[src/design/mehd_pkg.sv]
// constants, sequencer codes and the shimmer sine table for the motion energy haptic driver
// no dependencies; imported by motion_energy_haptic_driver and its testbench
package mehd_pkg;

  // configuration register indexes
  localparam int unsigned CfgIdxW = 3;
  localparam logic [CfgIdxW-1:0] CFG_CHARGE_GAIN     = 3'd0;
  localparam logic [CfgIdxW-1:0] CFG_DECAY_PER_MS    = 3'd1;
  localparam logic [CfgIdxW-1:0] CFG_MOTION_DEADZONE = 3'd2;
  localparam logic [CfgIdxW-1:0] CFG_INACT_TIMEOUT   = 3'd3;
  localparam logic [CfgIdxW-1:0] CFG_SHIMMER_STEP    = 3'd4;
  localparam int unsigned CfgDataW = 20;

  // register reset values
  localparam logic [19:0] ChargeGainRst   = 20'd429497;
  localparam logic [15:0] DecayPerMsRst   = 16'd10066;
  localparam logic [15:0] DeadzoneRst     = 16'd768;
  localparam logic [15:0] InactTimeoutRst = 16'd10000;
  localparam logic [11:0] ShimmerStepRst  = 12'd695;

  // sequencer state codes
  localparam int unsigned StW = 3;
  localparam logic [StW-1:0] S_IDLE = 3'd0;
  localparam logic [StW-1:0] S_GM   = 3'd1;
  localparam logic [StW-1:0] S_HI   = 3'd2;
  localparam logic [StW-1:0] S_LO   = 3'd3;
  localparam logic [StW-1:0] S_DEC  = 3'd4;
  localparam logic [StW-1:0] S_STEP = 3'd5;
  localparam logic [StW-1:0] S_ENG  = 3'd6;
  localparam logic [StW-1:0] S_OUT  = 3'd7;

  // shared multiplier operand widths
  localparam int unsigned MulAW = 20;
  localparam int unsigned MulBW = 18;
  localparam int unsigned MulPW = MulAW + MulBW;

  // energy scale and motor thresholds
  localparam logic [16:0] EnergyFull   = 17'd65536;
  localparam logic [16:0] EnergyOff    = 17'd3277;
  localparam logic [16:0] EnergyHeart  = 17'd19661;
  localparam logic [16:0] EnergyGallop = 17'd45876;

  localparam logic [11:0] HeartCycle   = 12'd1500;
  localparam logic [10:0] GallopCycle  = 11'd600;
  localparam logic [10:0] GallopCycle2 = 11'd1200;
  localparam logic [10:0] HuePeriod    = 11'd20;

  localparam logic [7:0] DutyHeart   = 8'd180;
  localparam logic [7:0] DutyGallop  = 8'd220;
  localparam logic [7:0] DutyShimmer = 8'd200;

  // quarter wave of 55*sin, 65 points
  localparam logic [5:0] QuarterSine [0:64] = '{
    6'd0,  6'd1,  6'd2,  6'd4,  6'd5,  6'd6,  6'd8,  6'd9,
    6'd10, 6'd12, 6'd13, 6'd14, 6'd15, 6'd17, 6'd18, 6'd19,
    6'd21, 6'd22, 6'd23, 6'd24, 6'd25, 6'd27, 6'd28, 6'd29,
    6'd30, 6'd31, 6'd32, 6'd33, 6'd34, 6'd35, 6'd36, 6'd37,
    6'd38, 6'd39, 6'd40, 6'd41, 6'd42, 6'd43, 6'd44, 6'd44,
    6'd45, 6'd46, 6'd47, 6'd47, 6'd48, 6'd49, 6'd49, 6'd50,
    6'd50, 6'd51, 6'd51, 6'd52, 6'd52, 6'd53, 6'd53, 6'd53,
    6'd53, 6'd54, 6'd54, 6'd54, 6'd54, 6'd54, 6'd54, 6'd54,
    6'd55
  };

endpackage

[src/design/motion_energy_haptic_driver.sv]
// motion energy haptic driver: energy integrator, led bar, hue stepper and motor pattern
// the result is registered in OUT after GM, HI, LO, DEC, STEP and ENG
// a new tick is taken only after the 7-step sequence on the shared multiplier
// the input side is stalled while a tick is in work; a finished result waits in the
// output register and the next tick can start meanwhile
// reset (rst_ni low, async): control state zeroed, config to defaults, no clearing pass
module motion_energy_haptic_driver #(
  parameter int unsigned LEDS = 74
) (
  input  logic                          clk_i,
  input  logic                          rst_ni,
  // tick input channel
  input  logic                          in_valid_i,
  output logic                          in_stall_o,
  input  logic [15:0]                   motion_mag_i,
  input  logic [9:0]                    dt_ms_i,
  // result channel
  output logic                          out_valid_o,
  input  logic                          out_stall_i,
  output logic [6:0]                    leds_lit_o,
  output logic [7:0]                    hue_base_o,
  output logic [7:0]                    motor_duty_o,
  output logic                          sleep_request_o,
  // configuration write channel
  input  logic                          cfg_valid_i,
  output logic                          cfg_ready_o,
  input  logic [mehd_pkg::CfgIdxW-1:0]  cfg_index_i,
  input  logic [mehd_pkg::CfgDataW-1:0] cfg_data_i
);
  import mehd_pkg::*;

  // bar length scale as a multiplier operand
  localparam logic [MulAW-1:0] LedsOp = MulAW'(LEDS);

  // configuration registers
  logic [19:0] charge_gain_q;
  logic [15:0] decay_per_ms_q;
  logic [15:0] motion_deadzone_q;
  logic [15:0] inact_timeout_q;
  logic [11:0] shimmer_step_q;

  // sequencer
  logic [StW-1:0] state_q, state_d;

  // captured tick and datapath payload
  logic [15:0] motion_q;
  logic [9:0]  dt_q;
  logic [35:0] gm_q;       // motion * gain
  logic [45:0] acc_q;      // motion * gain * dt
  logic [17:0] dec_q;      // decay * dt >> 8

  // architectural state
  logic [16:0] energy_q;
  logic [15:0] idle_ms_q;
  logic [10:0] heart_q;
  logic [9:0]  gallop_q;
  logic [15:0] shimmer_q;
  logic [4:0]  hue_timer_q;
  logic [7:0]  hue_value_q;
  logic [7:0]  hue_out_q;
  logic        sleep_q;

  // output register
  logic        out_valid_q;
  logic [6:0]  leds_q;
  logic [7:0]  hue_base_q;
  logic [7:0]  duty_q;
  logic        sleep_out_q;

  logic in_accept;
  logic out_free;

  assign in_accept   = in_valid_i && (state_q == S_IDLE);
  assign in_stall_o  = (state_q != S_IDLE);
  assign out_free    = !out_valid_q || !out_stall_i;
  assign cfg_ready_o = 1'b1;

  // ---------------------------------------------------------------------------
  // shared multiplier: operands picked by the sequencer step
  // ---------------------------------------------------------------------------
  logic [MulAW-1:0] mul_a;
  logic [MulBW-1:0] mul_b;
  logic [MulPW-1:0] mul_p;

  always_comb begin
    mul_a = '0;
    mul_b = '0;
    case (state_q)
      S_GM: begin
        mul_a = charge_gain_q;
        mul_b = {2'b0, motion_q};
      end
      S_HI: begin
        mul_a = {10'b0, dt_q};
        mul_b = gm_q[35:18];
      end
      S_LO: begin
        mul_a = {10'b0, dt_q};
        mul_b = gm_q[17:0];
      end
      S_DEC: begin
        mul_a = {10'b0, dt_q};
        mul_b = {2'b0, decay_per_ms_q};
      end
      S_STEP: begin
        mul_a = {10'b0, dt_q};
        mul_b = {6'b0, shimmer_step_q};
      end
      S_OUT: begin
        // bar length from the updated energy
        mul_a = LedsOp;
        mul_b = {1'b0, energy_q};
      end
      default: begin
        mul_a = '0;
        mul_b = '0;
      end
    endcase
  end

  assign mul_p = MulPW'(mul_a) * MulPW'(mul_b);

  // ---------------------------------------------------------------------------
  // per-tick counters: idle time, phases, hue
  // ---------------------------------------------------------------------------
  logic [16:0] idle_sum;
  logic [15:0] idle_d;
  logic [11:0] heart_sum;
  logic [10:0] heart_d;
  logic [10:0] gallop_sum;
  logic [9:0]  gallop_d;
  logic [10:0] hue_sum;

  always_comb begin
    idle_sum = {1'b0, idle_ms_q} + {7'b0, dt_q};
    if (motion_q > motion_deadzone_q) begin
      idle_d = '0;
    end else if (idle_sum[16]) begin
      idle_d = 16'hFFFF;                    // saturate
    end else begin
      idle_d = idle_sum[15:0];
    end

    heart_sum = {1'b0, heart_q} + {2'b0, dt_q};
    if (heart_sum >= HeartCycle) begin
      heart_d = 11'(heart_sum - HeartCycle);
    end else begin
      heart_d = heart_sum[10:0];
    end

    // sum stays below three gallop cycles
    gallop_sum = {1'b0, gallop_q} + {1'b0, dt_q};
    if (gallop_sum >= GallopCycle2) begin
      gallop_d = 10'(gallop_sum - GallopCycle2);
    end else if (gallop_sum >= GallopCycle) begin
      gallop_d = 10'(gallop_sum - GallopCycle);
    end else begin
      gallop_d = gallop_sum[9:0];
    end

    hue_sum = {6'b0, hue_timer_q} + {1'b0, dt_q};
  end

  // ---------------------------------------------------------------------------
  // energy update: charge minus decay, clamped to 0..full
  // ---------------------------------------------------------------------------
  logic signed [24:0] energy_sum;
  logic [16:0]        energy_d;

  always_comb begin
    energy_sum = $signed({8'b0, energy_q}) + $signed({3'b0, acc_q[45:24]})
               - $signed({7'b0, dec_q});
    if (energy_sum < 0) begin
      energy_d = '0;
    end else if (energy_sum > $signed({8'b0, EnergyFull})) begin
      energy_d = EnergyFull;
    end else begin
      energy_d = energy_sum[16:0];
    end
  end

  // ---------------------------------------------------------------------------
  // motor duty from energy band and phases
  // ---------------------------------------------------------------------------
  logic [7:0] shim_idx;
  logic [6:0] sine_j;
  logic [5:0] sine_mag;
  logic [7:0] duty_d;

  always_comb begin
    shim_idx = shimmer_q[15:8];
    // odd quadrants read the table mirrored
    if (shim_idx[6]) begin
      sine_j = 7'd64 - {1'b0, shim_idx[5:0]};
    end else begin
      sine_j = {1'b0, shim_idx[5:0]};
    end
    sine_mag = QuarterSine[sine_j];

    if (energy_q < EnergyOff) begin
      duty_d = '0;
    end else if (energy_q < EnergyHeart) begin
      duty_d = ((heart_q < 11'd100) || ((heart_q > 11'd300) && (heart_q < 11'd400)))
             ? DutyHeart : 8'd0;
    end else if (energy_q < EnergyGallop) begin
      duty_d = ((gallop_q < 10'd80) || ((gallop_q > 10'd160) && (gallop_q < 10'd240)))
             ? DutyGallop : 8'd0;
    end else if (shim_idx[7]) begin
      duty_d = DutyShimmer - {2'b0, sine_mag};     // negative half wave
    end else begin
      duty_d = DutyShimmer + {2'b0, sine_mag};
    end
  end

  // ---------------------------------------------------------------------------
  // sequencer: GM -> HI -> LO -> DEC -> STEP -> ENG -> OUT
  // ---------------------------------------------------------------------------
  always_comb begin
    state_d = state_q;
    case (state_q)
      S_IDLE: if (in_accept) state_d = S_GM;
      S_GM:   state_d = S_HI;
      S_HI:   state_d = S_LO;
      S_LO:   state_d = S_DEC;
      S_DEC:  state_d = S_STEP;
      S_STEP: state_d = S_ENG;
      S_ENG:  state_d = S_OUT;
      S_OUT:  if (out_free) state_d = S_IDLE;   // hold while the last result waits
      default: state_d = S_IDLE;
    endcase
  end

  // control and architectural state
  always_ff @(posedge clk_i or negedge rst_ni) begin
    if (!rst_ni) begin
      state_q           <= S_IDLE;
      out_valid_q       <= 1'b0;
      charge_gain_q     <= ChargeGainRst;
      decay_per_ms_q    <= DecayPerMsRst;
      motion_deadzone_q <= DeadzoneRst;
      inact_timeout_q   <= InactTimeoutRst;
      shimmer_step_q    <= ShimmerStepRst;
      energy_q          <= '0;
      idle_ms_q         <= '0;
      heart_q           <= '0;
      gallop_q          <= '0;
      shimmer_q         <= '0;
      hue_timer_q       <= '0;
      hue_value_q       <= '0;
    end else begin
      state_q <= state_d;

      if (cfg_valid_i) begin
        case (cfg_index_i)
          CFG_CHARGE_GAIN:     charge_gain_q     <= cfg_data_i;
          CFG_DECAY_PER_MS:    decay_per_ms_q    <= cfg_data_i[15:0];
          CFG_MOTION_DEADZONE: motion_deadzone_q <= cfg_data_i[15:0];
          CFG_INACT_TIMEOUT:   inact_timeout_q   <= cfg_data_i[15:0];
          CFG_SHIMMER_STEP:    shimmer_step_q    <= cfg_data_i[11:0];
          default: ;
        endcase
      end

      if (state_q == S_GM) begin
        idle_ms_q <= idle_d;
        heart_q   <= heart_d;
        gallop_q  <= gallop_d;
        if (hue_sum >= HuePeriod) begin
          hue_value_q <= hue_value_q + 8'd1;
          hue_timer_q <= '0;
        end else begin
          hue_timer_q <= hue_sum[4:0];
        end
      end

      if (state_q == S_STEP) begin
        shimmer_q <= shimmer_q + mul_p[15:0];
      end

      if (state_q == S_ENG) begin
        energy_q <= energy_d;
      end

      if ((state_q == S_OUT) && out_free) begin
        out_valid_q <= 1'b1;
      end else if (!out_stall_i) begin
        out_valid_q <= 1'b0;
      end
    end
  end

  // datapath payload
  always_ff @(posedge clk_i) begin
    if (in_accept) begin
      motion_q <= motion_mag_i;
      dt_q     <= dt_ms_i;
    end
    case (state_q)
      S_GM: begin
        gm_q      <= mul_p[35:0];
        sleep_q   <= (idle_d > inact_timeout_q);
        hue_out_q <= hue_value_q;
      end
      S_HI:  acc_q <= {mul_p[27:0], 18'b0};
      S_LO:  acc_q <= acc_q + {18'b0, mul_p[27:0]};
      S_DEC: dec_q <= mul_p[25:8];
      default: ;
    endcase
    if ((state_q == S_OUT) && out_free) begin
      leds_q      <= mul_p[22:16];
      hue_base_q  <= hue_out_q;
      duty_q      <= duty_d;
      sleep_out_q <= sleep_q;
    end
  end

  assign out_valid_o     = out_valid_q;
  assign leds_lit_o      = leds_q;
  assign hue_base_o      = hue_base_q;
  assign motor_duty_o    = duty_q;
  assign sleep_request_o = sleep_out_q;

`ifndef SYNTHESIS
  // an accepted tick always starts the multiply sequence
  a_accept_starts: assert property (@(posedge clk_i) disable iff (!rst_ni)
    (in_valid_i && !in_stall_o) |=> (state_q == S_GM))
    else $error("accepted tick did not start the sequence");

  // a new result only comes from the final sequencer step
  a_result_source: assert property (@(posedge clk_i) disable iff (!rst_ni)
    $rose(out_valid_q) |-> ($past(state_q) == S_OUT))
    else $error("result loaded outside the output step");

  // energy stays clamped to full scale
  a_energy_clamp: assert property (@(posedge clk_i) disable iff (!rst_ni)
    energy_q <= EnergyFull)
    else $error("energy above full scale");

  // pattern phases stay within their cycles
  a_phase_range: assert property (@(posedge clk_i) disable iff (!rst_ni)
    (heart_q < 11'd1500) && (gallop_q < 10'd600))
    else $error("motor phase out of range");
`endif

endmodule

[config.mk]
export PLATFORM = sky130hd
export DESIGN_NAME = motion_energy_haptic_driver
export DESIGN_NICKNAME = d
export VERILOG_FILES = /design/src/design/mehd_pkg.sv /design/src/design/motion_energy_haptic_driver.sv
export SDC_FILE = /design/constraint.sdc
export NUM_CORES = 2
export LEC_CHECK = 0
export BUFFER_PORTS_ARGS = -buffer_cell sky130_fd_sc_hd__clkbuf_2
export CAP_MARGIN = 20
export CORE_UTILIZATION = 40
export DETAILED_ROUTE_END_ITERATION = 10
export PLACE_DENSITY = 0.56
export SYNTH_ARGS = -nofsm -noshare
export SYNTH_HDL_FRONTEND = slang
export SYNTH_SLANG_ARGS = --single-unit
export TNS_END_PERCENT = 5
[constraint.sdc]
create_clock -name clk_i -period 29.6 [get_ports clk_i]
set_clock_uncertainty 0.15 [all_clocks]
set_input_delay 1.48 -clock clk_i [delete_from_list [all_inputs] [get_ports clk_i]]
set_output_delay 1.48 -clock clk_i [all_outputs]
set_load 0.02 [all_outputs]
==> run summary <==
#FFs+latches synth - 326
synth warn - 0
period utilization - 41.0%
Initial DRC Count - 1,898
row cnt - 103
Sink Count - 326
antenna violations before repair - 0
Worst-Margin Slew - 1.35 ns
Synth Instances - 3,382
Worst path top cell family by delay - adder cells
register area share after synthesis - 28.2%
outcome - finished, final reports clean
CP bufs+invs - 10
Clock Tree Root - clkbuf_16
post-CTS resize count - 0
CTS tree - yes
ratio of cells with drive above 1 in the final layout - 10.6%
crit-path max cell delay - 1.19 ns
CP Capture Type - register
Initial Utilization - 40.4%
cell depth of the worst setup path - 37
CP required - 29.76 ns
headroom to the max-slew limit - 9.67%
most common cell after layout, fill and taps aside - inv_1
Routed Antenna Nets - 0
Final setup violation count - 0
via count - 24,300
pin count of the biggest net entering global routing - 75
Final Util - 44.2%
most frequent cells in the layout - inv_1 (496), nand2_1 (446), fa_1 (310)
total grt overflow - 0
Avg Cell Area, Syn - 9.43 um^2
worst reg-to-reg setup slack - 17.47 ns
DRC viols - 0
gr usage total - 23.7%
worst-case clock buffer depth - 3
RSZ-0062 raised after global routing - no
crit path max fanout - 57
P&R area growth vs syn - 9.37%
Crit path top cell by count - inv_1
die footprint - 80,900 um^2
drt wl/cell - 21.0 um
Setup CP Type - reg2reg
core footprint - 79,000 um^2
DR pass1 iterations - 5
CP max stage cell - a221oi_1
crit start category - register
routed wire length - 94,900 um
htree depth - 2
die width - 284 um
first-pass GRT wire length - 146,000 um
Post-Synth Simple-Gate Area - 13.6%
maxcap violations - 0
Synth Flop Type - edfxtp_1
worst hold path depth - 0
Max Slew Vio Count - 0
post-synthesis adder-cell area fraction - 29.8%
Final WS setup - 17.47 ns
FMAX - 82.4 MHz
Final min period - 12.13 ns
Min-Delay Path Class - reg2reg
Clock Latency Late Sink - 0.60 ns
Cell variety after synth - 100
hold_buf cts - 0
post-CTS setup buffers - 0
DIE HEIGHT - 284 um
RD Place Congestion - 0.903
IO Port Bufs - 79
TNS Setup - 0 ns
I/O pins - 81
Final nets - 4,058
largest family of logic cells by synthesized area - adder cells
worst reg-to-reg path cell count - 37
vias per cell - 5.38
XOR/XNOR share of the synthesized area - 3.95%
share of flip-flops with an asynchronous set or reset - 51.2%
Post-Place Worst Slack - 17.72 ns
synthesized net count - 4,010
Worst-path clk slew - 0.07 ns
synthesized cell area - 31,900 um^2
Min Hold Slack - 0.267 ns
number of synthesized flops with an enable pin - 159
post-synthesis compound-gate area fraction - 13.9%
Fin. Hold Viols - 0
CTS Buf Count - 40
HPWL after DPL - 72,600 um
vias in the first global route - 24,000
Arr. time, crit path - 12.29 ns
mux cell area share after synthesis - 3.22%
[logic make-up (layout without fill, tap and decap cells)]
group | count (synthesis) | count (layout)
AND/OR/NAND/NOR | 979 | 979
AO/OA/AOI/OAI | 651 | 651
buffers and inverters | 619 | 699
adder cells (fa/ha/maj) | 574 | 574
flip-flops | 326 | 326
XOR/XNOR | 143 | 143
multiplexers | 89 | 89
other | 1 | 2
[per-layer routing]
layer	vias up	track usage (%)	share of wire, %
met5	-	0	0
met1	11900	33.8	45
met2	796	35.5	43
met3	139	5.51	8.0
li1	11400	-	-
met4	0	7.27	3.1
[state kept, by name, summed over array words and instances (netlist names), 3 cells and up]
register           count
state_q                3
idle_ms_q             16
leds_lit_o             7
gallop_q              10
charge_gain_q         20
hue_value_q            8
acc_q                 46
hue_base_o             8
gm_q                  36
heart_q               11
dt_q                  10
motion_deadzone_q     16
decay_per_ms_q        16
energy_q              17
shimmer_q             16
hue_out_q              8
motor_duty_o           8
hue_timer_q            5
motion_q              16
shimmer_step_q        12
dec_q                 18
inact_timeout_q       16
[cell usage after synthesis (79+ instances only)]
library cell	count	area share (%)
mux2_2	79	2.8
clkbuf_1	109	1.3
a21oi_1	125	2.0
dfrtp_1	135	11
nand2_1	446	5.2
o21ai_0	171	2.7
ha_1	264	10
fa_1	310	19
nor2_1	259	3.0
xnor2_1	91	2.5
inv_1	496	5.8
edfxtp_1	159	15
[layout make-up]
cell class                      count  area (um^2)
Fill cell                        7622        44100
Multi-Input combinational cell   2437        20600
Sequential cell                   326         8990
Inverter                          498         1870
Tap cell                         1050         1310
Clock buffer                       49         1060
Timing Repair Buffer              127          768
Clock inverter                     25          251
Antenna cell                        1         2.50
[per-stage QoR]
| step | std cells | instance area (um^2) |
|---|---|---|
| after CTS | 4511 | 34900 |
| after floorplan | 3382 | 31900 |
| after global routing | 4512 | 34900 |
| final | 4513 | 34900 |
| after detailed placement | 4437 | 33600 |
| after global placement | 4437 | 33600 |
[worst paths after layout]
kind | from | end
worst min register to register | hue_out_q[7] | hue_base_o[7]
worst max-delay path | state_q[0] | acc_q[40]
max in group asynchronous | rst_ni | decay_per_ms_q[11]
min in group asynchronous | rst_ni | charge_gain_q[19]
worst max register to register | state_q[0] | acc_q[40]
worst min-delay path | hue_out_q[7] | hue_base_o[7]
[worst register-to-register path, delay by kind of cell, from the launching register on]
family          cells  cell delay, ns
fa+ha+maj           9            4.37
compound gates      7            2.63
simple gates        9            2.29
buf+inv            10            1.46
xor+xnor            2            0.53
flops               1            0.41
Power is left out: the tool's default activity adds up to more than one toggle a clock period on the data nets, which glitch-free logic cannot reach.
